File: src/hw/rtl/lucw_pkg.sv
// Shared constants for the longest unique character window block.
// No dependencies; every other file of the block but lucw_pos_mem refers to this package.
package lucw_pkg;

    // Default sizing of the position counter and the character table.
    localparam int POSITION_BITS = 16;
    localparam int ALPHABET_SIZE = 256;

    // Fixed widths of the transfer fields.
    localparam int CHAR_W     = 8;
    localparam int CHAR_COUNT = 256;
    localparam int OUT_W      = 16;

    // Largest value the result fields can carry before saturating.
    localparam logic [OUT_W-1:0] OUT_MAX = 16'hFFFF;

endpackage

File: src/hw/rtl/lucw_in_if.sv
// Character channel: one byte of a string per transfer, with a final-byte flag.
// Depends on lucw_pkg for the field widths.
interface lucw_in_if;

    logic                        valid;
    logic                        ready;
    logic [lucw_pkg::CHAR_W-1:0] char_byte;
    logic                        is_last;

    modport source (output valid, output char_byte, output is_last, input ready);
    modport sink   (input valid, input char_byte, input is_last, output ready);

endinterface

File: src/hw/rtl/lucw_out_if.sv
// Result channel: start and length of the longest window, with an overflow flag.
// Depends on lucw_pkg for the field widths.
interface lucw_out_if;

    logic                       valid;
    logic                       ready;
    logic [lucw_pkg::OUT_W-1:0] best_start;
    logic [lucw_pkg::OUT_W-1:0] best_length;
    logic                       overflow;

    modport source (output valid, output best_start, output best_length,
                    output overflow, input ready);
    modport sink   (input valid, input best_start, input best_length,
                    input overflow, output ready);

endinterface

File: src/hw/rtl/lucw_pos_mem.sv
// Last-seen position table: one write port, one registered read port.
// No package dependency; sized entirely by its parameters.
module lucw_pos_mem #(
    parameter int DEPTH  = 256,
    parameter int ADDR_W = 8,
    parameter int DATA_W = 16
) (
    input  logic              clk,
    input  logic              wr_en,
    input  logic [ADDR_W-1:0] wr_addr,
    input  logic [DATA_W-1:0] wr_data,
    input  logic              rd_en,
    input  logic [ADDR_W-1:0] rd_addr,
    output logic [DATA_W-1:0] rd_data
);

    logic [DATA_W-1:0] mem [DEPTH];

    // A read and a write to the same entry in one cycle return the old contents.
    always_ff @(posedge clk)
    begin
        if (wr_en)
        begin
            mem[wr_addr] <= wr_data;
        end
        if (rd_en)
        begin
            rd_data <= mem[rd_addr];
        end
    end

endmodule

File: src/hw/rtl/lucw_scan.sv
// Window tracker: issues table reads, forwards the latest write, updates the window.
// Depends on lucw_pkg; drives lucw_pos_mem and hands finished strings to lucw_result.
module lucw_scan #(
    parameter int POSITION_BITS = lucw_pkg::POSITION_BITS,
    parameter int ALPHABET_SIZE = lucw_pkg::ALPHABET_SIZE,
    localparam int IDX_W = (ALPHABET_SIZE > 1) ? $clog2(ALPHABET_SIZE) : 1
) (
    input  logic                        clk,
    input  logic                        rst_n,
    input  logic                        in_valid,
    output logic                        in_ready,
    input  logic [lucw_pkg::CHAR_W-1:0] char_byte,
    input  logic                        is_last,
    output logic                        rd_en,
    output logic [IDX_W-1:0]            rd_addr,
    input  logic [POSITION_BITS-1:0]    rd_data,
    output logic                        wr_en,
    output logic [IDX_W-1:0]            wr_addr,
    output logic [POSITION_BITS-1:0]    wr_data,
    output logic                        fin_load,
    input  logic                        fin_free,
    output logic [POSITION_BITS-1:0]    fin_best_start,
    output logic [POSITION_BITS-1:0]    fin_best_length,
    output logic [POSITION_BITS-1:0]    fin_window_start,
    output logic [POSITION_BITS-1:0]    fin_end,
    output logic                        fin_overflow
);

    localparam int P = POSITION_BITS;

    logic [IDX_W-1:0] mod_lut [lucw_pkg::CHAR_COUNT];

    logic                     s1_valid_reg, s1_valid_next;
    logic [IDX_W-1:0]         s1_idx_reg, s1_idx_next;
    logic                     s1_last_reg, s1_last_next;
    logic [ALPHABET_SIZE-1:0] seen_reg, seen_next;
    logic [P-1:0]             pos_reg, pos_next;
    logic [P-1:0]             ws_reg, ws_next;
    logic [P-1:0]             best_start_reg, best_start_next;
    logic [P-1:0]             best_len_reg, best_len_next;
    logic                     ovf_reg, ovf_next;
    logic                     fwd_valid_reg, fwd_valid_next;
    logic [IDX_W-1:0]         fwd_idx_reg, fwd_idx_next;
    logic [P-1:0]             fwd_pos_reg, fwd_pos_next;

    logic         stall;
    logic         commit;
    logic         drop;
    logic         hit;
    logic         upd;
    logic [P-1:0] last_pos;
    logic [P-1:0] run_len;
    logic [P-1:0] ws_a;
    logic [P-1:0] bs_a;
    logic [P-1:0] bl_a;
    logic [P-1:0] pos_a;
    logic         ovf_a;

    // Byte to table index; a constant lookup, trivial when the alphabet is a power of two.
    for (genvar g = 0; g < lucw_pkg::CHAR_COUNT; g++)
    begin : g_mod
        assign mod_lut[g] = IDX_W'(g % ALPHABET_SIZE);
    end

    // A final byte waits here only while the result path is full.
    assign stall    = s1_valid_reg && s1_last_reg && !fin_free;
    assign in_ready = !stall;
    assign rd_en    = in_valid && !stall;
    assign rd_addr  = mod_lut[char_byte];
    assign commit   = s1_valid_reg && !stall;
    assign drop     = &pos_reg;

    // The table read misses the write committed on the same edge; take it from here.
    assign last_pos = (fwd_valid_reg && (fwd_idx_reg == s1_idx_reg)) ? fwd_pos_reg : rd_data;
    assign hit      = !drop && seen_reg[s1_idx_reg] && (last_pos >= ws_reg);
    assign run_len  = pos_reg - ws_reg;
    assign upd      = hit && (run_len > best_len_reg);
    assign ws_a     = hit ? (last_pos + P'(1)) : ws_reg;
    assign bs_a     = upd ? ws_reg : best_start_reg;
    assign bl_a     = upd ? run_len : best_len_reg;
    assign pos_a    = drop ? pos_reg : (pos_reg + P'(1));
    assign ovf_a    = ovf_reg || drop;

    assign wr_en   = commit && !drop;
    assign wr_addr = s1_idx_reg;
    assign wr_data = pos_reg;

    assign fin_load         = commit && s1_last_reg;
    assign fin_best_start   = bs_a;
    assign fin_best_length  = bl_a;
    assign fin_window_start = ws_a;
    assign fin_end          = pos_a;
    assign fin_overflow     = ovf_a;

    always_comb
    begin
        s1_valid_next   = s1_valid_reg;
        s1_idx_next     = s1_idx_reg;
        s1_last_next    = s1_last_reg;
        seen_next       = seen_reg;
        pos_next        = pos_reg;
        ws_next         = ws_reg;
        best_start_next = best_start_reg;
        best_len_next   = best_len_reg;
        ovf_next        = ovf_reg;
        fwd_valid_next  = fwd_valid_reg;
        fwd_idx_next    = fwd_idx_reg;
        fwd_pos_next    = fwd_pos_reg;

        if (!stall)
        begin
            s1_valid_next  = in_valid;
            s1_idx_next    = rd_addr;
            s1_last_next   = is_last;
            fwd_valid_next = wr_en;
            fwd_idx_next   = s1_idx_reg;
            fwd_pos_next   = pos_reg;
        end

        if (commit)
        begin
            if (s1_last_reg)
            begin
                seen_next       = '0;
                pos_next        = '0;
                ws_next         = '0;
                best_start_next = '0;
                best_len_next   = '0;
                ovf_next        = 1'b0;
            end
            else
            begin
                if (!drop)
                begin
                    seen_next[s1_idx_reg] = 1'b1;
                end
                pos_next        = pos_a;
                ws_next         = ws_a;
                best_start_next = bs_a;
                best_len_next   = bl_a;
                ovf_next        = ovf_a;
            end
        end
    end

    always_ff @(posedge clk or negedge rst_n)
    begin
        if (!rst_n)
        begin
            s1_valid_reg   <= 1'b0;
            s1_last_reg    <= 1'b0;
            seen_reg       <= '0;
            pos_reg        <= '0;
            ws_reg         <= '0;
            best_start_reg <= '0;
            best_len_reg   <= '0;
            ovf_reg        <= 1'b0;
            fwd_valid_reg  <= 1'b0;
        end
        else
        begin
            s1_valid_reg   <= s1_valid_next;
            s1_last_reg    <= s1_last_next;
            seen_reg       <= seen_next;
            pos_reg        <= pos_next;
            ws_reg         <= ws_next;
            best_start_reg <= best_start_next;
            best_len_reg   <= best_len_next;
            ovf_reg        <= ovf_next;
            fwd_valid_reg  <= fwd_valid_next;
        end
    end

    always_ff @(posedge clk)
    begin
        s1_idx_reg  <= s1_idx_next;
        fwd_idx_reg <= fwd_idx_next;
        fwd_pos_reg <= fwd_pos_next;
    end

endmodule

File: src/hw/rtl/lucw_result.sv
// Result stage: scores the closing window, saturates and holds the outgoing result.
// Depends on lucw_pkg for the output width and saturation limit.
module lucw_result #(
    parameter int POSITION_BITS = lucw_pkg::POSITION_BITS
) (
    input  logic                       clk,
    input  logic                       rst_n,
    input  logic                       fin_load,
    output logic                       fin_free,
    input  logic [POSITION_BITS-1:0]   fin_best_start,
    input  logic [POSITION_BITS-1:0]   fin_best_length,
    input  logic [POSITION_BITS-1:0]   fin_window_start,
    input  logic [POSITION_BITS-1:0]   fin_end,
    input  logic                       fin_overflow,
    output logic                       out_valid,
    input  logic                       out_ready,
    output logic [lucw_pkg::OUT_W-1:0] best_start,
    output logic [lucw_pkg::OUT_W-1:0] best_length,
    output logic                       overflow
);

    localparam int P     = POSITION_BITS;
    localparam int OUT_W = lucw_pkg::OUT_W;
    localparam int EXT_W = (P > OUT_W) ? P : OUT_W;

    logic             fin_valid_reg, fin_valid_next;
    logic [P-1:0]     fin_bs_reg, fin_bl_reg, fin_ws_reg, fin_end_reg;
    logic             fin_ovf_reg;
    logic             out_valid_reg, out_valid_next;
    logic [OUT_W-1:0] out_start_reg, out_length_reg;
    logic             out_ovf_reg;

    logic             out_load;
    logic [P-1:0]     tail_len;
    logic [P-1:0]     sel_start;
    logic [P-1:0]     sel_len;
    logic [EXT_W-1:0] start_ext;
    logic [EXT_W-1:0] len_ext;
    logic             start_sat;
    logic             len_sat;

    assign out_load = fin_valid_reg && (!out_valid_reg || out_ready);
    assign fin_free = !fin_valid_reg || out_load;

    // The window still open at the final byte competes on equal terms, later loses ties.
    assign tail_len  = fin_end_reg - fin_ws_reg;
    assign sel_start = (tail_len > fin_bl_reg) ? fin_ws_reg : fin_bs_reg;
    assign sel_len   = (tail_len > fin_bl_reg) ? tail_len : fin_bl_reg;
    assign start_ext = EXT_W'(sel_start);
    assign len_ext   = EXT_W'(sel_len);
    assign start_sat = start_ext > EXT_W'(lucw_pkg::OUT_MAX);
    assign len_sat   = len_ext > EXT_W'(lucw_pkg::OUT_MAX);

    always_comb
    begin
        fin_valid_next = fin_valid_reg;
        if (fin_load)
        begin
            fin_valid_next = 1'b1;
        end
        else if (out_load)
        begin
            fin_valid_next = 1'b0;
        end

        out_valid_next = out_valid_reg;
        if (out_load)
        begin
            out_valid_next = 1'b1;
        end
        else if (out_ready)
        begin
            out_valid_next = 1'b0;
        end
    end

    always_ff @(posedge clk or negedge rst_n)
    begin
        if (!rst_n)
        begin
            fin_valid_reg <= 1'b0;
            out_valid_reg <= 1'b0;
        end
        else
        begin
            fin_valid_reg <= fin_valid_next;
            out_valid_reg <= out_valid_next;
        end
    end

    always_ff @(posedge clk)
    begin
        if (fin_load)
        begin
            fin_bs_reg  <= fin_best_start;
            fin_bl_reg  <= fin_best_length;
            fin_ws_reg  <= fin_window_start;
            fin_end_reg <= fin_end;
            fin_ovf_reg <= fin_overflow;
        end
        if (out_load)
        begin
            out_start_reg  <= start_sat ? lucw_pkg::OUT_MAX : start_ext[OUT_W-1:0];
            out_length_reg <= len_sat ? lucw_pkg::OUT_MAX : len_ext[OUT_W-1:0];
            out_ovf_reg    <= fin_ovf_reg || start_sat || len_sat;
        end
    end

    assign out_valid   = out_valid_reg;
    assign best_start  = out_start_reg;
    assign best_length = out_length_reg;
    assign overflow    = out_ovf_reg;

endmodule

File: src/hw/rtl/longest_unique_char_window.sv
// Top level of the longest unique character window block.
// Depends on lucw_pkg, lucw_in_if, lucw_out_if, lucw_pos_mem, lucw_scan and lucw_result.

// The block reads a string one byte per transfer on the chars channel, the final byte
// flagged by is_last, and for each string delivers one transfer on the results channel
// giving the start and length of the first longest stretch in which no byte value repeats,
// plus an overflow flag. Unless input is held back, it takes one byte every clock cycle,
// set by the single read and single write the last-seen position table allows per cycle;
// the write of one byte is forwarded to the byte behind it, so repeated characters cost
// nothing extra. A result passes the scan stage register, the finished-string register
// and the output register after its final byte is transferred. Input is held back only
// when a final byte arrives while two earlier results still wait to be taken. Positions
// count from zero; once the position counter is full, further bytes of the string are
// ignored and overflow is raised; values over sixteen bits saturate with overflow set.
// No clearing pass is needed after reset: the per-byte seen flags are flip-flops, cleared
// at once after every string.
module longest_unique_char_window #(
    parameter int POSITION_BITS = lucw_pkg::POSITION_BITS,
    parameter int ALPHABET_SIZE = lucw_pkg::ALPHABET_SIZE
) (
    input  logic              clk,
    input  logic              rst_n,
    lucw_in_if.sink           chars,
    lucw_out_if.source        results
);

    localparam int P     = POSITION_BITS;
    localparam int IDX_W = (ALPHABET_SIZE > 1) ? $clog2(ALPHABET_SIZE) : 1;

    logic             rd_en;
    logic [IDX_W-1:0] rd_addr;
    logic [P-1:0]     rd_data;
    logic             wr_en;
    logic [IDX_W-1:0] wr_addr;
    logic [P-1:0]     wr_data;

    logic             fin_load;
    logic             fin_free;
    logic [P-1:0]     fin_best_start;
    logic [P-1:0]     fin_best_length;
    logic [P-1:0]     fin_window_start;
    logic [P-1:0]     fin_end;
    logic             fin_overflow;

    // Last-seen position of every table entry; its value is only used where its seen flag is set.
    lucw_pos_mem #(
        .DEPTH  (ALPHABET_SIZE),
        .ADDR_W (IDX_W),
        .DATA_W (P)
    ) u_pos_mem (
        .clk     (clk),
        .wr_en   (wr_en),
        .wr_addr (wr_addr),
        .wr_data (wr_data),
        .rd_en   (rd_en),
        .rd_addr (rd_addr),
        .rd_data (rd_data)
    );

    // Table lookup on acceptance, window update from the s1 stage registers when the read returns.
    lucw_scan #(
        .POSITION_BITS (POSITION_BITS),
        .ALPHABET_SIZE (ALPHABET_SIZE)
    ) u_scan (
        .clk              (clk),
        .rst_n            (rst_n),
        .in_valid         (chars.valid),
        .in_ready         (chars.ready),
        .char_byte        (chars.char_byte),
        .is_last          (chars.is_last),
        .rd_en            (rd_en),
        .rd_addr          (rd_addr),
        .rd_data          (rd_data),
        .wr_en            (wr_en),
        .wr_addr          (wr_addr),
        .wr_data          (wr_data),
        .fin_load         (fin_load),
        .fin_free         (fin_free),
        .fin_best_start   (fin_best_start),
        .fin_best_length  (fin_best_length),
        .fin_window_start (fin_window_start),
        .fin_end          (fin_end),
        .fin_overflow     (fin_overflow)
    );

    // Closing score and saturation, then the output register that parts the two sides.
    lucw_result #(
        .POSITION_BITS (POSITION_BITS)
    ) u_result (
        .clk              (clk),
        .rst_n            (rst_n),
        .fin_load         (fin_load),
        .fin_free         (fin_free),
        .fin_best_start   (fin_best_start),
        .fin_best_length  (fin_best_length),
        .fin_window_start (fin_window_start),
        .fin_end          (fin_end),
        .fin_overflow     (fin_overflow),
        .out_valid        (results.valid),
        .out_ready        (results.ready),
        .best_start       (results.best_start),
        .best_length      (results.best_length),
        .overflow         (results.overflow)
    );

    // A finished string is handed over only when the result stage has room for it.
    a_fin_room : assert property (@(posedge clk) disable iff (!rst_n)
        fin_load |-> fin_free)
        else $error("finished string handed over while result stage full");

    // The open window never starts past the string end, and the best never exceeds it.
    a_fin_order : assert property (@(posedge clk) disable iff (!rst_n)
        fin_load |-> (fin_window_start <= fin_end) && (fin_best_length <= fin_end))
        else $error("window bounds out of order at end of string");

    // Every string holds at least one counted byte, so a result is never empty.
    a_nonempty : assert property (@(posedge clk) disable iff (!rst_n)
        results.valid |-> (results.best_length != '0))
        else $error("result with zero length");

endmodule

File: src/flat_wrapper.sv
// flat-port wrapper written by rule: the top's interface ports become plain ports
module longest_unique_char_window_flat 
#(
    parameter int POSITION_BITS = lucw_pkg::POSITION_BITS,
    parameter int ALPHABET_SIZE = lucw_pkg::ALPHABET_SIZE
)
  (clk, rst_n, chars_valid, chars_char_byte, chars_is_last, chars_ready, results_valid, results_best_start, results_best_length, results_overflow, results_ready);
  lucw_in_if chars_i ();
  lucw_out_if results_i ();
  input  logic clk;
  input  logic rst_n;
  input wire logic [$bits(chars_i.valid)-1:0] chars_valid;
  input wire logic [$bits(chars_i.char_byte)-1:0] chars_char_byte;
  input wire logic [$bits(chars_i.is_last)-1:0] chars_is_last;
  output wire logic [$bits(chars_i.ready)-1:0] chars_ready;
  output wire logic [$bits(results_i.valid)-1:0] results_valid;
  output wire logic [$bits(results_i.best_start)-1:0] results_best_start;
  output wire logic [$bits(results_i.best_length)-1:0] results_best_length;
  output wire logic [$bits(results_i.overflow)-1:0] results_overflow;
  input wire logic [$bits(results_i.ready)-1:0] results_ready;
  assign chars_i.valid = chars_valid;
  assign chars_i.char_byte = chars_char_byte;
  assign chars_i.is_last = chars_is_last;
  assign chars_ready = chars_i.ready;
  assign results_valid = results_i.valid;
  assign results_best_start = results_i.best_start;
  assign results_best_length = results_i.best_length;
  assign results_overflow = results_i.overflow;
  assign results_i.ready = results_ready;
  longest_unique_char_window #(.POSITION_BITS(POSITION_BITS), .ALPHABET_SIZE(ALPHABET_SIZE)) u_core (.clk(clk), .rst_n(rst_n), .chars(chars_i), .results(results_i));
endmodule
File: config.mk
export PLATFORM = sky130hd
export DESIGN_NAME = longest_unique_char_window_flat
export DESIGN_NICKNAME = d
export VERILOG_FILES = /design/src/hw/rtl/lucw_pkg.sv /design/src/hw/rtl/lucw_in_if.sv /design/src/hw/rtl/lucw_out_if.sv /design/src/hw/rtl/lucw_pos_mem.sv /design/src/hw/rtl/lucw_scan.sv /design/src/hw/rtl/lucw_result.sv /design/src/hw/rtl/longest_unique_char_window.sv /design/src/flat_wrapper.sv
export SDC_FILE = /design/constraint.sdc
export NUM_CORES = 2
export LEC_CHECK = 0
export BUFFER_PORTS_ARGS = -buffer_cell sky130_fd_sc_hd__buf_2
export CAP_MARGIN = 15
export CORE_ASPECT_RATIO = 0.5
export CORE_UTILIZATION = 40
export CTS_CLUSTER_DIAMETER = 60
export DETAILED_ROUTE_END_ITERATION = 7
export PLACE_DENSITY_LB_ADDON = 0.25
export SYNTH_ARGS = -nofsm -noshare
export SYNTH_HDL_FRONTEND = slang
export SYNTH_SLANG_ARGS = --single-unit
File: constraint.sdc
create_clock -name clk -period 7.21 [get_ports clk]
set_input_delay 1.442 -clock clk [delete_from_list [all_inputs] [get_ports clk]]
set_output_delay 1.442 -clock clk [all_outputs]
set_load 0.01 [all_outputs]
==> metrics.yaml <==
status: "complete, no violations"
fill_cells: 36908
fmax_mhz: 165.5
synthesis.nets: 8292
drive_gt1_frac: 0.3168
critPathBufInv: 1
syn_to_final_growth_pct: 13.80
cts_resized: 0
critPathRequiredTime_ps: 8060
synth.top_cell.area_share: 0.7123
tns_ps: 0
grt_pass1_vias: 86441
firstDrtPassIters: 5
slowest_delay_ps: 970
placed_cells: 14206
ff_latch_area_mm2: 0.1356
die_x_um: 947.6
synth_seq_cells: 4568
post_cts_buffers: 0
synthFlopType: "edfxtp_1"
antenna_found_initial: 30
fin_crit_sh: 0.8381
cts_buffers: 426
p_per_area_mw_per_mm2: 273.9
tightest_slew_ps: 1275
vias_per_cell: 5.863
rows: 173
dpl.hpwl_um: 290600
ant_nets: 0
power_mw: 55.74
crit_path_cell_trace: "ha_1, nor2b_1, o31a_1, o41ai_1, o211ai_1, o211a_1, a221oi_1, xnor2_1, ha_1, nand4_1, nor4_1, a221oi_1, a22oi_1, nand2_2, buf_4, nor4_1, a311o_1"
finalSetupViolations: 0
maxCapViolations: 0
slowest_stage: "dfrtp_4"
reg2reg_slack_ps: 1170
p_leak_nw: 61.57
die_y_um: 474.8
yosysMostFrequentCell: "edfxtp_1"
hold_buffers: 0
synth-async-reset-ratio: 0.07137
clockBufferDepth: 4
core-area_mm2: 0.4446
clk_latency_ps: 970
fin_crit_ps: 6043
synth_area_leaders: "edfxtp_1 (71%), mux4_2 (18%), dfrtp_1 (4.6%)"
cp_max_fo: 69
synth_common_cells: "edfxtp_1 (4242), mux4_2 (1418), nor2_1 (813)"
die_area_mm2: 0.4499
initial_utilization: 0.4022
num_vias: 87952
drcViolationCount: 0
pin_count: 48
holdWs_ps: 473.6
vdd_drop_max_mv: 0.1843
avgRoutedWirePerCell_um: 32.41
worstSetupPathType: "reg2reg"
grt.overflow.total: 0
fin_worst_skew_ps: 67.22
yosysSeqAreaShare: 0.7579
h-tree-depth: 5
multi_input_area_mm2: 0.04192
syn_area_mm2: 0.1788
gr-usage-all-layers: 0.2133
gp_congestion: 0.8175
grt_pass1_wl_um: 682700
hp-class: "reg2reg"
root_buffer: "clkbuf_16"
layoutNonFillerInstCount: 15000
tritoncts: "done"
drt_iter0_drc: 11670
final_hold_viol_count: 0
max-slew-margin-rel: 0.1464
maxSlewViolCount: 0
path_clk_slew_ps: 60
avgSynthCellArea_um2: 21.82
clkSinkCount: 4568
postRouteWirelength_um: 486100
synth_cell_type_count: 76
largest_reg_flops: 4096
io_buffers: 47
synthCells: 8197
start_kind: "flop"
cp_top_family: "compound AO/OA/AOI/OAI gates"
synth_largest_area_cell: "edfxtp_1"
ys_warn_count: 0
synth-edff-count: 4242
grt_setup_unrepaired: "false"
grt_max_degree: 196
fin_nets: 8781
critPathCaptureType: "flop"
critPathArrivalTime_ps: 6890
-- metal layers --
metal	global-route usage	vias to the layer above	share of wire
li1	-	35070	-
met1	0.3248	48470	0.44
met2	0.3222	3781	0.45
met3	0.04065	623	0.087
met4	0.04506	8	0.023
met5	0	-	0.00012
-- metrics by stage --
step,util,worst slack [ps],area [um^2]
final,0.4577,1167,203500
after global routing,0.4577,642.8,203500
after global placement,0.4268,1263,189700
after CTS,0.4576,1215,203500
after detailed placement,0.4268,1239,189800
after floorplan,-,8.687,178800
-- worst register-to-register path, cell delays in order (launching register included) --
cell	delay (ps)
dfrtp_4	970
ha_1	400
nor2b_1	140
o31a_1	280
o41ai_1	460
o211ai_1	230
o211a_1	280
a221oi_1	290
xnor2_1	160
ha_1	310
nand4_1	120
nor4_1	370
a221oi_1	130
a22oi_1	390
nand2_2	580
buf_4	420
nor4_1	290
a311o_1	160
-- final timing paths --
check | startpoint | to | cells after the start
max in group asynchronous | rst_n | u_core.u_scan.seen_reg[197] | 2
min in group asynchronous | rst_n | u_core.u_scan.s1_last_reg | 1
min reg2reg | u_core.u_result.fin_ovf_reg | u_core.u_result.overflow | 0
min | u_core.u_result.fin_ovf_reg | u_core.u_result.overflow | 0
max | u_core.u_scan.wr_data[1] | u_core.u_scan.best_start_reg[10] | 17
max reg2reg | u_core.u_scan.wr_data[1] | u_core.u_scan.best_start_reg[10] | 17
-- cells in the final DEF, fill, tap and decap left out, types with 18 or more instances in the layout --
cell type,n
buf_12,58
nor2_2,205
nor3_1,24
mux4_2,1418
clkinv_1,73
mux2i_1,39
xor2_1,19
buf_2,41
buf_4,404
ha_1,80
xnor2_1,38
clkbuf_8,22
nor2_1,590
edfxtp_1,4242
mux2_2,31
dfrtp_1,310
inv_1,84
clkbuf_1,93
nand3_1,61
bufinv_16,40
nor2_4,18
a21o_1,20
and2_1,20
clkinv_2,90
clkbuf_16,432
o21ai_0,81
a21oi_1,48
nand2_1,136
-- power breakdown --
part | internal (mW) | switching [mW]
registers | 29.3 | 0.211
logic | 1.36 | 2.41
clock network | 12.6 | 9.85
total | 43.3 | 12.5
-- area by class of cell --
type	instances	share of cell area
sequential	4568	0.6663
multi-input combinational	3095	0.2060
clock buffer	547	0.05632
tap	5950	0.03658
timing repair buffer	510	0.02211
clock inverter	231	0.01091
inverter	85	0.001605
antenna	14	0.0001721
-- logic make-up (layout without fill, tap and decap cells) --
group | Yosys count | after routing | synth area share
compound gates | 281 | 281 | 0.01072
fa+ha+maj | 82 | 82 | 0.005821
xor+xnor | 57 | 57 | 0.002792
flops | 4568 | 4568 | 0.7579
mux | 1492 | 1492 | 0.1831
simple gates | 1183 | 1183 | 0.02754
buf+inv | 534 | 1373 | 0.01216
other cells | 0 | 14 | 0
(Power assumes the default switching activity.)
